$ cat src/rcma_pkg.sv
package rcma_pkg;

    // Field widths of the input and result words.
    localparam int CH_W    = 4;
    localparam int PW_W    = 12;
    localparam int ANGLE_W = 15;

    // Window sums of up to sixteen 12-bit samples fit in 16 bits.
    localparam int SUM_W  = 16;
    // Ring slot index; windows of up to sixteen samples.
    localparam int SLOT_W = 4;

    // Angle in hundredths of a degree is average * 6 - 9000.
    localparam int ANGLE_OFFSET = 9000;

    typedef enum logic [2:0] {
        ST_IDLE,
        ST_SLOT,
        ST_READ,
        ST_DRAIN,
        ST_DIV,
        ST_OUT
    } state_t;

    // One entry of the per-channel slot table.
    typedef struct packed {
        logic              full;
        logic [SLOT_W-1:0] slot;
    } slot_entry_t;

    function automatic logic [ANGLE_W-1:0] avg_to_angle(input logic [PW_W-1:0] avg);
        logic [ANGLE_W-1:0] times4;
        logic [ANGLE_W-1:0] times2;
        times4 = ANGLE_W'({avg, 2'b00});
        times2 = ANGLE_W'({avg, 1'b0});
        return times4 + times2 - ANGLE_W'(ANGLE_OFFSET);
    endfunction

endpackage

$ cat src/rcma_ring_ram.sv
module rcma_ring_ram #(
    parameter int DEPTH = 120
) (
    input  logic                          clk,
    input  logic                          wr_en,
    input  logic [$clog2(DEPTH)-1:0]      wr_addr,
    input  logic [rcma_pkg::PW_W-1:0]     wr_data,
    input  logic                          rd_en,
    input  logic [$clog2(DEPTH)-1:0]      rd_addr,
    output logic [rcma_pkg::PW_W-1:0]     rd_data
);

    logic [rcma_pkg::PW_W-1:0] mem [DEPTH];
    logic [rcma_pkg::PW_W-1:0] rd_data_reg;

    always_ff @(posedge clk)
    begin
        if (wr_en)
        begin
            mem[wr_addr] <= wr_data;
        end
        if (rd_en)
        begin
            rd_data_reg <= mem[rd_addr];
        end
    end

    assign rd_data = rd_data_reg;

endmodule

$ cat src/rcma_slot_table.sv
module rcma_slot_table #(
    parameter int CHANNELS = 12
) (
    input  logic                          clk,
    input  logic                          rst_n,
    input  logic                          rd_en,
    input  logic [((CHANNELS > 1) ? $clog2(CHANNELS) : 1)-1:0] rd_addr,
    output rcma_pkg::slot_entry_t         rd_data,
    input  logic                          wr_en,
    input  logic [((CHANNELS > 1) ? $clog2(CHANNELS) : 1)-1:0] wr_addr,
    input  rcma_pkg::slot_entry_t         wr_data
);

    rcma_pkg::slot_entry_t mem [CHANNELS];
    rcma_pkg::slot_entry_t rd_data_reg;
    logic [CHANNELS-1:0]   valid_reg;
    logic                  rd_valid_reg;

    // A channel never written reads as slot zero, not yet full.
    always_ff @(posedge clk or negedge rst_n)
    begin
        if (!rst_n)
        begin
            valid_reg    <= '0;
            rd_valid_reg <= 1'b0;
        end
        else
        begin
            if (wr_en)
            begin
                valid_reg[wr_addr] <= 1'b1;
            end
            if (rd_en)
            begin
                rd_valid_reg <= valid_reg[rd_addr];
            end
        end
    end

    always_ff @(posedge clk)
    begin
        if (wr_en)
        begin
            mem[wr_addr] <= wr_data;
        end
        if (rd_en)
        begin
            rd_data_reg <= mem[rd_addr];
        end
    end

    assign rd_data = rd_valid_reg ? rd_data_reg : '0;

endmodule

$ cat src/rcma_div_window.sv
module rcma_div_window #(
    parameter int WINDOW = 10
) (
    input  logic                          clk,
    input  logic                          rst_n,
    input  logic                          start,
    input  logic [rcma_pkg::SUM_W-1:0]    dividend,
    output logic                          done,
    output logic [rcma_pkg::PW_W-1:0]     quotient
);

    // Reciprocal estimate is low by at most one; one compare fixes it.
    localparam int SW    = rcma_pkg::SUM_W;
    localparam int RECIP = (2 ** SW) / WINDOW;

    logic [SW-1:0]       dividend_reg;
    logic [SW-1:0]       dividend_d_reg;
    logic [2*SW-1:0]     prod_reg;
    logic [rcma_pkg::PW_W-1:0] quotient_reg;
    logic                v0_reg;
    logic                v1_reg;
    logic                v2_reg;
    logic [SW-1:0]       q_est;
    logic [SW-1:0]       rem;
    logic [SW-1:0]       q_fix;

    always_comb
    begin
        q_est = prod_reg[2*SW-1:SW];
        rem   = dividend_d_reg - q_est * SW'(WINDOW);
        q_fix = (rem >= SW'(WINDOW)) ? q_est + SW'(1) : q_est;
    end

    always_ff @(posedge clk or negedge rst_n)
    begin
        if (!rst_n)
        begin
            v0_reg <= 1'b0;
            v1_reg <= 1'b0;
            v2_reg <= 1'b0;
        end
        else
        begin
            v0_reg <= start;
            v1_reg <= v0_reg;
            v2_reg <= v1_reg;
        end
    end

    always_ff @(posedge clk)
    begin
        if (start)
        begin
            dividend_reg <= dividend;
        end
        prod_reg       <= dividend_reg * SW'(RECIP);
        dividend_d_reg <= dividend_reg;
        quotient_reg   <= q_fix[rcma_pkg::PW_W-1:0];
    end

    assign done     = v2_reg;
    assign quotient = quotient_reg;

endmodule

$ cat src/rc_pulse_moving_average_to_angle.sv
// Channel      Direction  Word layout (lowest bit first)
// s_axis       in         channel[3:0], pulse_width[15:4]
// m_axis       out        out_channel[3:0], average_width[15:4], angle_centi[30:16], zero[31]
//
// An item with a valid channel occupies the block while it walks the channel's ring
// through the single read port of the sample memory and then passes the three-stage
// reciprocal divider.
// An item with a channel out of range goes straight to the output state with a zero average.
// Reset is asynchronous and active low; per-channel valid bits in the slot table and
// per-channel full flags make unwritten samples count as zero, so no clearing pass runs.
// A stalled output word holds the block in its output state; the next input word is
// accepted as soon as the result sits in the output register.
module rc_pulse_moving_average_to_angle #(
    parameter int CHANNELS = 12,
    parameter int WINDOW   = 10
) (
    input  logic        clk,
    input  logic        rst_n,
    input  logic        s_axis_tvalid,
    output logic        s_axis_tready,
    input  logic [15:0] s_axis_tdata,   // channel, pulse_width
    output logic        m_axis_tvalid,
    input  logic        m_axis_tready,
    output logic [31:0] m_axis_tdata    // out_channel, average_width, angle_centi
);

    localparam int CH_W    = rcma_pkg::CH_W;
    localparam int PW_W    = rcma_pkg::PW_W;
    localparam int SUM_W   = rcma_pkg::SUM_W;
    localparam int SLOT_W  = rcma_pkg::SLOT_W;
    localparam int ANGLE_W = rcma_pkg::ANGLE_W;
    localparam int CH_AW   = (CHANNELS > 1) ? $clog2(CHANNELS) : 1;
    localparam int DEPTH   = CHANNELS * WINDOW;
    localparam int RING_AW = $clog2(DEPTH);
    localparam int PAD_W   = 32 - CH_W - PW_W - ANGLE_W;

    rcma_pkg::state_t state_reg, state_next;

    logic [CH_W-1:0]    ch_reg, ch_next;
    logic [PW_W-1:0]    width_reg, width_next;
    logic [RING_AW-1:0] base_reg, base_next;
    logic [SLOT_W-1:0]  lim_reg, lim_next;
    logic [SLOT_W-1:0]  idx_reg, idx_next;
    logic               pend_reg, pend_next;
    logic [SLOT_W-1:0]  pend_idx_reg;
    logic [SUM_W-1:0]   sum_reg, sum_next;
    logic [PW_W-1:0]    avg_reg, avg_next;

    logic               out_valid_reg, out_valid_next;
    logic [CH_W-1:0]    out_ch_reg;
    logic [PW_W-1:0]    out_avg_reg;
    logic [ANGLE_W-1:0] out_angle_reg;
    logic               out_load;

    logic                  in_accept;
    logic                  ch_in_range;
    logic [CH_AW-1:0]      in_ch_idx;
    logic [CH_AW-1:0]      ch_idx;

    // Slot table port signals.
    logic                  slot_rd_en;
    rcma_pkg::slot_entry_t slot_rd_data;
    logic                  slot_wr_en;
    rcma_pkg::slot_entry_t slot_wr_data;

    // Sample memory port signals.
    logic                  ring_wr_en;
    logic [RING_AW-1:0]    ring_wr_addr;
    logic                  ring_rd_en;
    logic [RING_AW-1:0]    ring_rd_addr;
    logic [PW_W-1:0]       ring_rd_data;

    // Divider port signals.
    logic                  div_start;
    logic                  div_done;
    logic [PW_W-1:0]       div_quotient;

    // Slot bookkeeping for the item being written.
    logic [SLOT_W-1:0]     cur_slot;
    logic                  cur_last;

    assign in_accept   = s_axis_tvalid && s_axis_tready;
    assign ch_in_range = {1'b0, s_axis_tdata[CH_W-1:0]} < (CH_W + 1)'(CHANNELS);
    assign in_ch_idx   = s_axis_tdata[CH_AW-1:0];
    assign ch_idx      = ch_reg[CH_AW-1:0];

    // A slot pointer at or beyond the window restarts at zero.
    always_comb
    begin
        if ({1'b0, slot_rd_data.slot} >= (SLOT_W + 1)'(WINDOW))
        begin
            cur_slot = '0;
        end
        else
        begin
            cur_slot = slot_rd_data.slot;
        end
        cur_last = (cur_slot == SLOT_W'(WINDOW - 1));
    end

    always_comb
    begin
        state_next     = state_reg;
        ch_next        = ch_reg;
        width_next     = width_reg;
        base_next      = base_reg;
        lim_next       = lim_reg;
        idx_next       = idx_reg;
        sum_next       = sum_reg;
        avg_next       = avg_reg;
        pend_next      = 1'b0;
        out_valid_next = out_valid_reg;
        out_load       = 1'b0;

        s_axis_tready  = (state_reg == rcma_pkg::ST_IDLE);
        slot_rd_en     = 1'b0;
        slot_wr_en     = 1'b0;
        slot_wr_data   = '0;
        ring_wr_en     = 1'b0;
        ring_wr_addr   = base_reg + RING_AW'(cur_slot);
        ring_rd_en     = 1'b0;
        ring_rd_addr   = base_reg + RING_AW'(idx_reg);
        div_start      = 1'b0;

        // Accumulate a returning sample; slots past the fill limit count as zero.
        if (pend_reg && (pend_idx_reg <= lim_reg))
        begin
            sum_next = sum_reg + SUM_W'(ring_rd_data);
        end

        if (m_axis_tready)
        begin
            out_valid_next = 1'b0;
        end

        case (state_reg)
            rcma_pkg::ST_IDLE:
            begin
                if (in_accept)
                begin
                    ch_next    = s_axis_tdata[CH_W-1:0];
                    width_next = s_axis_tdata[CH_W+PW_W-1:CH_W];
                    base_next  = RING_AW'(in_ch_idx) * RING_AW'(WINDOW);
                    if (ch_in_range)
                    begin
                        slot_rd_en = 1'b1;
                        state_next = rcma_pkg::ST_SLOT;
                    end
                    else
                    begin
                        avg_next   = '0;
                        state_next = rcma_pkg::ST_OUT;
                    end
                end
            end
            rcma_pkg::ST_SLOT:
            begin
                ring_wr_en        = 1'b1;
                slot_wr_en        = 1'b1;
                slot_wr_data.full = slot_rd_data.full || cur_last;
                slot_wr_data.slot = cur_last ? '0 : cur_slot + SLOT_W'(1);
                lim_next          = slot_rd_data.full ? SLOT_W'(WINDOW - 1) : cur_slot;
                idx_next          = '0;
                sum_next          = '0;
                state_next        = rcma_pkg::ST_READ;
            end
            rcma_pkg::ST_READ:
            begin
                ring_rd_en = 1'b1;
                pend_next  = 1'b1;
                idx_next   = idx_reg + SLOT_W'(1);
                if (idx_reg == SLOT_W'(WINDOW - 1))
                begin
                    state_next = rcma_pkg::ST_DRAIN;
                end
            end
            rcma_pkg::ST_DRAIN:
            begin
                div_start  = 1'b1;
                state_next = rcma_pkg::ST_DIV;
            end
            rcma_pkg::ST_DIV:
            begin
                if (div_done)
                begin
                    avg_next   = div_quotient;
                    state_next = rcma_pkg::ST_OUT;
                end
            end
            rcma_pkg::ST_OUT:
            begin
                if (!out_valid_reg || m_axis_tready)
                begin
                    out_load       = 1'b1;
                    out_valid_next = 1'b1;
                    state_next     = rcma_pkg::ST_IDLE;
                end
            end
            default:
            begin
                state_next = rcma_pkg::ST_IDLE;
            end
        endcase
    end

    always_ff @(posedge clk or negedge rst_n)
    begin
        if (!rst_n)
        begin
            state_reg     <= rcma_pkg::ST_IDLE;
            pend_reg      <= 1'b0;
            out_valid_reg <= 1'b0;
        end
        else
        begin
            state_reg     <= state_next;
            pend_reg      <= pend_next;
            out_valid_reg <= out_valid_next;
        end
    end

    always_ff @(posedge clk)
    begin
        ch_reg       <= ch_next;
        width_reg    <= width_next;
        base_reg     <= base_next;
        lim_reg      <= lim_next;
        idx_reg      <= idx_next;
        sum_reg      <= sum_next;
        avg_reg      <= avg_next;
        pend_idx_reg <= idx_reg;
        if (out_load)
        begin
            out_ch_reg    <= ch_reg;
            out_avg_reg   <= avg_reg;
            out_angle_reg <= rcma_pkg::avg_to_angle(avg_reg);
        end
    end

    rcma_slot_table #(
        .CHANNELS (CHANNELS)
    ) u_slot_table (
        .clk     (clk),
        .rst_n   (rst_n),
        .rd_en   (slot_rd_en),
        .rd_addr (in_ch_idx),
        .rd_data (slot_rd_data),
        .wr_en   (slot_wr_en),
        .wr_addr (ch_idx),
        .wr_data (slot_wr_data)
    );

    rcma_ring_ram #(
        .DEPTH (DEPTH)
    ) u_ring_ram (
        .clk     (clk),
        .wr_en   (ring_wr_en),
        .wr_addr (ring_wr_addr),
        .wr_data (width_reg),
        .rd_en   (ring_rd_en),
        .rd_addr (ring_rd_addr),
        .rd_data (ring_rd_data)
    );

    rcma_div_window #(
        .WINDOW (WINDOW)
    ) u_div_window (
        .clk      (clk),
        .rst_n    (rst_n),
        .start    (div_start),
        .dividend (sum_next),
        .done     (div_done),
        .quotient (div_quotient)
    );

    assign m_axis_tvalid = out_valid_reg;
    assign m_axis_tdata  = {{PAD_W{1'b0}}, out_angle_reg, out_avg_reg, out_ch_reg};

endmodule

$ cat config.mk
export PLATFORM = sky130hd
export DESIGN_NAME = rc_pulse_moving_average_to_angle
export DESIGN_NICKNAME = d
export VERILOG_FILES = /design/src/rcma_pkg.sv /design/src/rcma_ring_ram.sv /design/src/rcma_slot_table.sv /design/src/rcma_div_window.sv /design/src/rc_pulse_moving_average_to_angle.sv
export SDC_FILE = /design/constraint.sdc
export NUM_CORES = 2
export LEC_CHECK = 0
export BUFFER_PORTS_ARGS = -buffer_cell sky130_fd_sc_hd__buf_2
export CORE_UTILIZATION = 34
export DETAILED_ROUTE_END_ITERATION = 6
export PLACE_DENSITY = 0.55
export SYNTH_ARGS = -nofsm -noshare
export SYNTH_HDL_FRONTEND = slang
export SYNTH_SLANG_ARGS = --single-unit
$ cat constraint.sdc
create_clock -name clk -period 6.8 [get_ports clk]
set_input_delay 1.02 -clock clk [delete_from_list [all_inputs] [get_ports clk]]
set_output_delay 1.02 -clock clk [all_outputs]
set_load 0.1 [all_outputs]
# == Word-level counts from Yosys, hierarchy flattened ==
# Memory sizes are Yosys's and may differ from the RTL's. A register that Yosys moved wholly into a read port is not among the register bits.
# Index checks and enable logic that the tools add are counted.
# totals
register_bits,187
mem_bits_rw,1500
input_bits,20
out_inout_bits,34
wordCells,104
n_memories,2
# classes
n_addsub,9
n_mul,3
n_lt_le_gt_ge,7
eq_ne,12
mux,35
bitwise_logic,1
reduce_logical,12
# memory_table
name,depth,word_bits,rd,rd_clocked_by_memory_dff,wr,line_no,rtl
u_ring_ram.mem,120,12,1,1,1,rcma_ring_ram.sv:13,logic [rcma_pkg::PW_W-1:0] mem [DEPTH];
u_slot_table.mem,12,5,1,1,1,rcma_slot_table.sv:14,rcma_pkg::slot_entry_t mem [CHANNELS];
# ops
op,count
12-bit two-way mux,4
16-bit two-way mux,2
16-bit by 13-bit multiplier with 29-bit output (second input constant),1
12-bit one-hot mux with 2 select lines,1
3-bit one-hot mux with 6 select lines,1
16-bit by 12-bit adder with 16-bit output,1
16-bit by 4-bit greater-or-equal comparator with 1-bit output (second input constant),1
16-bit subtractor,1
14-bit by 13-bit adder with 15-bit output,1
13-bit by 3-bit multiplier with 15-bit output (second input constant),1
1-bit two-way mux,15
3-bit two-way mux,5
15-bit by 14-bit subtractor with 15-bit output (second input constant),1
7-bit by 4-bit adder with 7-bit output,2
12-bit by 1-bit adder with 12-bit output (second input constant),1
12-bit OR,1
4-bit by 5-bit less-than comparator with 1-bit output (second input constant),2
5-bit two-way mux,2
4-bit by 1-bit adder with 4-bit output (second input constant),2
4-bit == test (second input constant),2
4-bit two-way mux,2
4-bit one-hot mux with 2 select lines,1
4-bit AND reduction,2
3-bit by 2-bit == test with 1-bit output (second input constant),2
other kinds (17),25

# == Longest topological paths before layout ==
# depth
word_depth,6
depth_mapped,22
mapped_depth_nobuf,21

# == Modules after synthesis ==
# From an unflattened synthesis, not the netlist that was laid out.
# unflattened
hier_cells,3865
hier_area_um2,70875.5
# by_module_without_submodules
mod,n_inst,cells_per_inst,area_per_inst_um2
rcma_ring_ram,1,2627,56387.8
rcma_div_window,1,623,6292.3
rc_pulse_moving_average_to_angle,1,453,5086.1
rcma_slot_table,1,162,3109.2

# == Least setup slack after synthesis ==
# No wires, ideal clock.
# synth_path
kind,reg2reg
from,reg u_div_window.dividend_reg[1]
to,reg u_div_window.prod_reg[27]
setup_ns,0.123
arrival_time_ns,4.614
required_ns,6.677
path_slack_ns,2.062
stages_incl_launch_ff,18
period_less_slack_ns,4.738
cell_sequence,edfxtp_1 ha_1 fa_1 fa_1 inv_1 fa_1 fa_1 inv_1 ha_1 a21oi_1 o21ai_0 or3_1 o211a_1 a31oi_1 nor3_1 nor3_1 o21bai_1 xor2_1
# synth_between
elab_chain_cells,1
# synth_lines
item,line_no,rtl
from (decl),rcma_div_window.sv:16,logic [SW-1:0] dividend_reg;
from (signal assigned),rcma_div_window.sv:54,dividend_reg <= dividend;
16-bit by 13-bit multiplier with 29-bit output,rcma_div_window.sv:56,prod_reg <= dividend_reg * SW'(RECIP);
to (signal assigned),rcma_div_window.sv:56,
to (decl),rcma_div_window.sv:18,logic [2*SW-1:0] prod_reg;
# No other way between the ends.
# A chain may end at the register's enable or synchronous reset.

# == Final worst setup path ==
# layout_path
from,reg u_div_window.dividend_reg[2]
to,reg u_div_window.prod_reg[27]
# The elaborated chain is that of the path after synthesis.

==> impl_results.md <==
- Slowest CP cell: fa_1
- Fmax: 191 MHz
- Die Wd: 455 µm
- WL per Instance: about 24 µm
- Grt ovf: 0
- Site row count: 165
- FF+latch count, synth: 1683
- Final Instance Area: 0.0798 mm²
- Status: complete, no violations
- Post-CTS resize count: 0
- Antenna violations before repair: 4
- Max clock buf depth: 3
- Vias per cell: 5.07
- Final GP Congestion: 0.792
- Max Slew Vio Count: 0
- Max reg flops: 1440
- Port Buffers: between 50 and 60
- Top reg by flops: u_ring_ram.mem
- DIE AREA: 0.207 mm²
- Number of global-route vias before repair: 34.0k
- Number of buffers created by CTS: 175
- Final WL: 160000 µm
- CTS H-tree lvls: 4
- Post-synth EDFFs: 1602
- Drt initial violations: 3120
- Largest delay contributor family on the critical path: adder cells
- CP required: 7.43 ns
- First-pass detailed-route iteration total: 7
- Syn Std Cell Area: 0.0697 mm²
- P_leak: 26.4 nW
- Cell taking the most area after synthesis: edfxtp_1
- Hold-fix buffers at CTS: 0
- CP cell instances: ha_1 > fa_1 > fa_1 > inv_1 > fa_1 > fa_1 > inv_1 > ha_1 > a21oi_1 > o21ai_0 > or3_1 > o211a_1 > a31oi_1 > nor3_1 > nor3_1 > o21bai_1 > xor2_1
- # clock sinks: 1683
- Peak supply drop: 0.540 mV
- Most frequent cell after synthesis: edfxtp_1
- Min-Delay Path Class: in2async
- Area Growth Syn to Fin: 14.4%
- First-pass GRT wire length: 237000 µm
- Hold_ws: roughly 0.22 ns
- Power per cell area: 487 mW/mm²
- Fin crit period: 5.25 ns
- Initial Util: roughly a third
- All-Layer GR Usage: 15.6%
- Share of cells above drive strength 1: 25.9%
- Ys async rst share: 1.25%
- Area after DPL: between 0.07 and 0.08 mm²
- Root buffer cell: clkbuf_16
- Clock-pin slew on the worst setup and hold paths: 0.06 ns
- RSZ-0062 raised after global routing: no
- Antenna Nets Post-Route: 0
- Crit share post-route: 77.2%
- Unique masters post-synth: 63
- Synth top area share: between 60% and 70%
- TritonCTS clock tree: built
- Clk_lat worst skew: 0.80 ns
- Clk_skew: ~0.055 ns
- Syn Area/Cell: 20.1 µm²
- Slew headroom: 14.2%
- CP Max Fanout: 5
- Critical path's most frequent cell: fa_1
- Endpoints failing hold: 0
- Buffer count from post-CTS setup fixing: 0
- Core area: 0.203 mm²
- Final core occ: 39.3%
- Critical path data arrival time: 5.88 ns
- Most common library cells after synthesis: edfxtp_1, mux4_2, ha_1, nor2_1, inv_1
- TNS Setup: 0 ns
- Sequential area share after synthesis: between 70% and 80%
- CP endpoint kind: register
- Synth Instances: 3469
- DP HPWL: 99800 µm
- Largest net degree at the start of global routing: approximately 110
- Worst Tran Pin Value: 1.29 ns
- Ys flop type: edfxtp_1
- # IOs: 54
- Synth top area cells: edfxtp_1, mux4_2, ha_1, fa_1, dfxtp_1
- Final #Nets: 3993
- Buf/Inv on CP: 2
- Yosys warns: 0
- Crit path kind: reg2reg
- Max Cap Viol: 0
- Die height: ~450 µm
- Largest registers: u_ring_ram.mem: 1440 flops, u_slot_table.mem: 60 flops
- Drc violations: 0
- Worst setup SP type: register
- Vias after detailed routing: 33.1k
- Crit path largest cell delay: about 0.5 ns
- Final setup viols: 0
per-stage QoR:
stage | std cells | total power [W] | setup slack [ns]
after floorplan | 3470 | 0.0244 | 2.06
after global placement | 6214 | 0.0300 | 1.70
after detailed placement | 6214 | 0.0300 | 1.59
after CTS | 6533 | 0.0394 | 1.53
after global routing | 6534 | 0.0410 | 1.17
final | 6534 | 0.0389 | 1.55
final cells by class:
type	count	area [µm²]
Fill cell	18100	123000
Timing Repair Buffer	206	1580
Antenna cell	1	2.50
Sequential cell	1683	49800
Clock inverter	94	918
Inverter	188	706
Multi-Input combinational cell	1465	18700
Tap cell	2672	3340
Clock buffer	225	4670
placed cells by master (no fill, tap or decap), types with 15 or more instances in the layout:
| master | count |
|---|---|
| dfrtp_1 | 21 |
| or2_2 | 15 |
| clkbuf_16 | 178 |
| inv_1 | 187 |
| nor2b_1 | 15 |
| nor3_1 | 31 |
| clkinv_2 | 21 |
| fa_1 | 63 |
| nor2_1 | 165 |
| buf_2 | 51 |
| mux4_2 | 475 |
| clkbuf_1 | 43 |
| dfxtp_1 | 60 |
| ha_1 | 189 |
| nand3_1 | 19 |
| edfxtp_1 | 1602 |
| mux2_2 | 34 |
| clkinv_1 | 44 |
| xor2_1 | 25 |
| o21ai_0 | 23 |
| xnor2_1 | 36 |
| a21oi_1 | 53 |
| buf_4 | 142 |
| nor2_2 | 23 |
| and2_1 | 17 |
| nand2_1 | 103 |
worst register-to-register path, delay by kind of cell (launching register included):
kind	cells	cell delay [ns]
xor+xnor	1	0.15
flops	1	0.49
simple gates	3	0.79
buf+inv	2	0.10
compound gates	5	0.95
fa+ha+maj	6	2.62
report_power, final:
part | total, W | switching [W] | internal, W
logic | 0.0169 | 0.00960 | 0.00732
clock network | 0.00930 | 0.00397 | 0.00532
registers | 0.0127 | 0.000332 | 0.0123
total | 0.0389 | 0.0139 | 0.0250
final timing paths:
kind	startpoint	end	slack [ns]	cells after the start
max in group asynchronous	rst_n	m_axis_tvalid$_DFF_PN0_	6.20	1
min in group clk	u_div_window.v0_reg$_DFF_PN0_	u_div_window.v1_reg$_DFF_PN0_	0.35	0
min reg2reg	u_div_window.v0_reg$_DFF_PN0_	u_div_window.v1_reg$_DFF_PN0_	0.35	0
max	u_div_window.dividend_reg[2]$_DFFE_PP_	u_div_window.prod_reg[27]$_DFF_P_	1.55	17
max reg2reg	u_div_window.dividend_reg[2]$_DFFE_PP_	u_div_window.prod_reg[27]$_DFF_P_	1.55	17
min	rst_n	u_slot_table.valid_reg[9]$_DFFE_PN0P_	0.22	1
cell families (layout without fill, tap and decap cells):
kind of cell | after synthesis | in the layout | synth area share [%]
flops | 1683 | 1683 | 71.5
mux | 526 | 526 | 16.1
simple gates | 441 | 441 | 2.86
buf+inv | 322 | 713 | 1.85
fa+ha+maj | 254 | 254 | 5.25
compound gates | 177 | 177 | 1.63
xor+xnor | 65 | 65 | 0.816
other cells | 1 | 3 | 0.00538
per-layer routing:
metal  vias up  track usage, %  wire length [µm]
li1      14500               -                 -
met1     17600            21.9             71100
met2       842            25.1             76700
met3       196            2.81              8840
met4         0            4.07              3420
met5         -               0                 0
No activity file was read; power rests on OpenSTA's default activity.
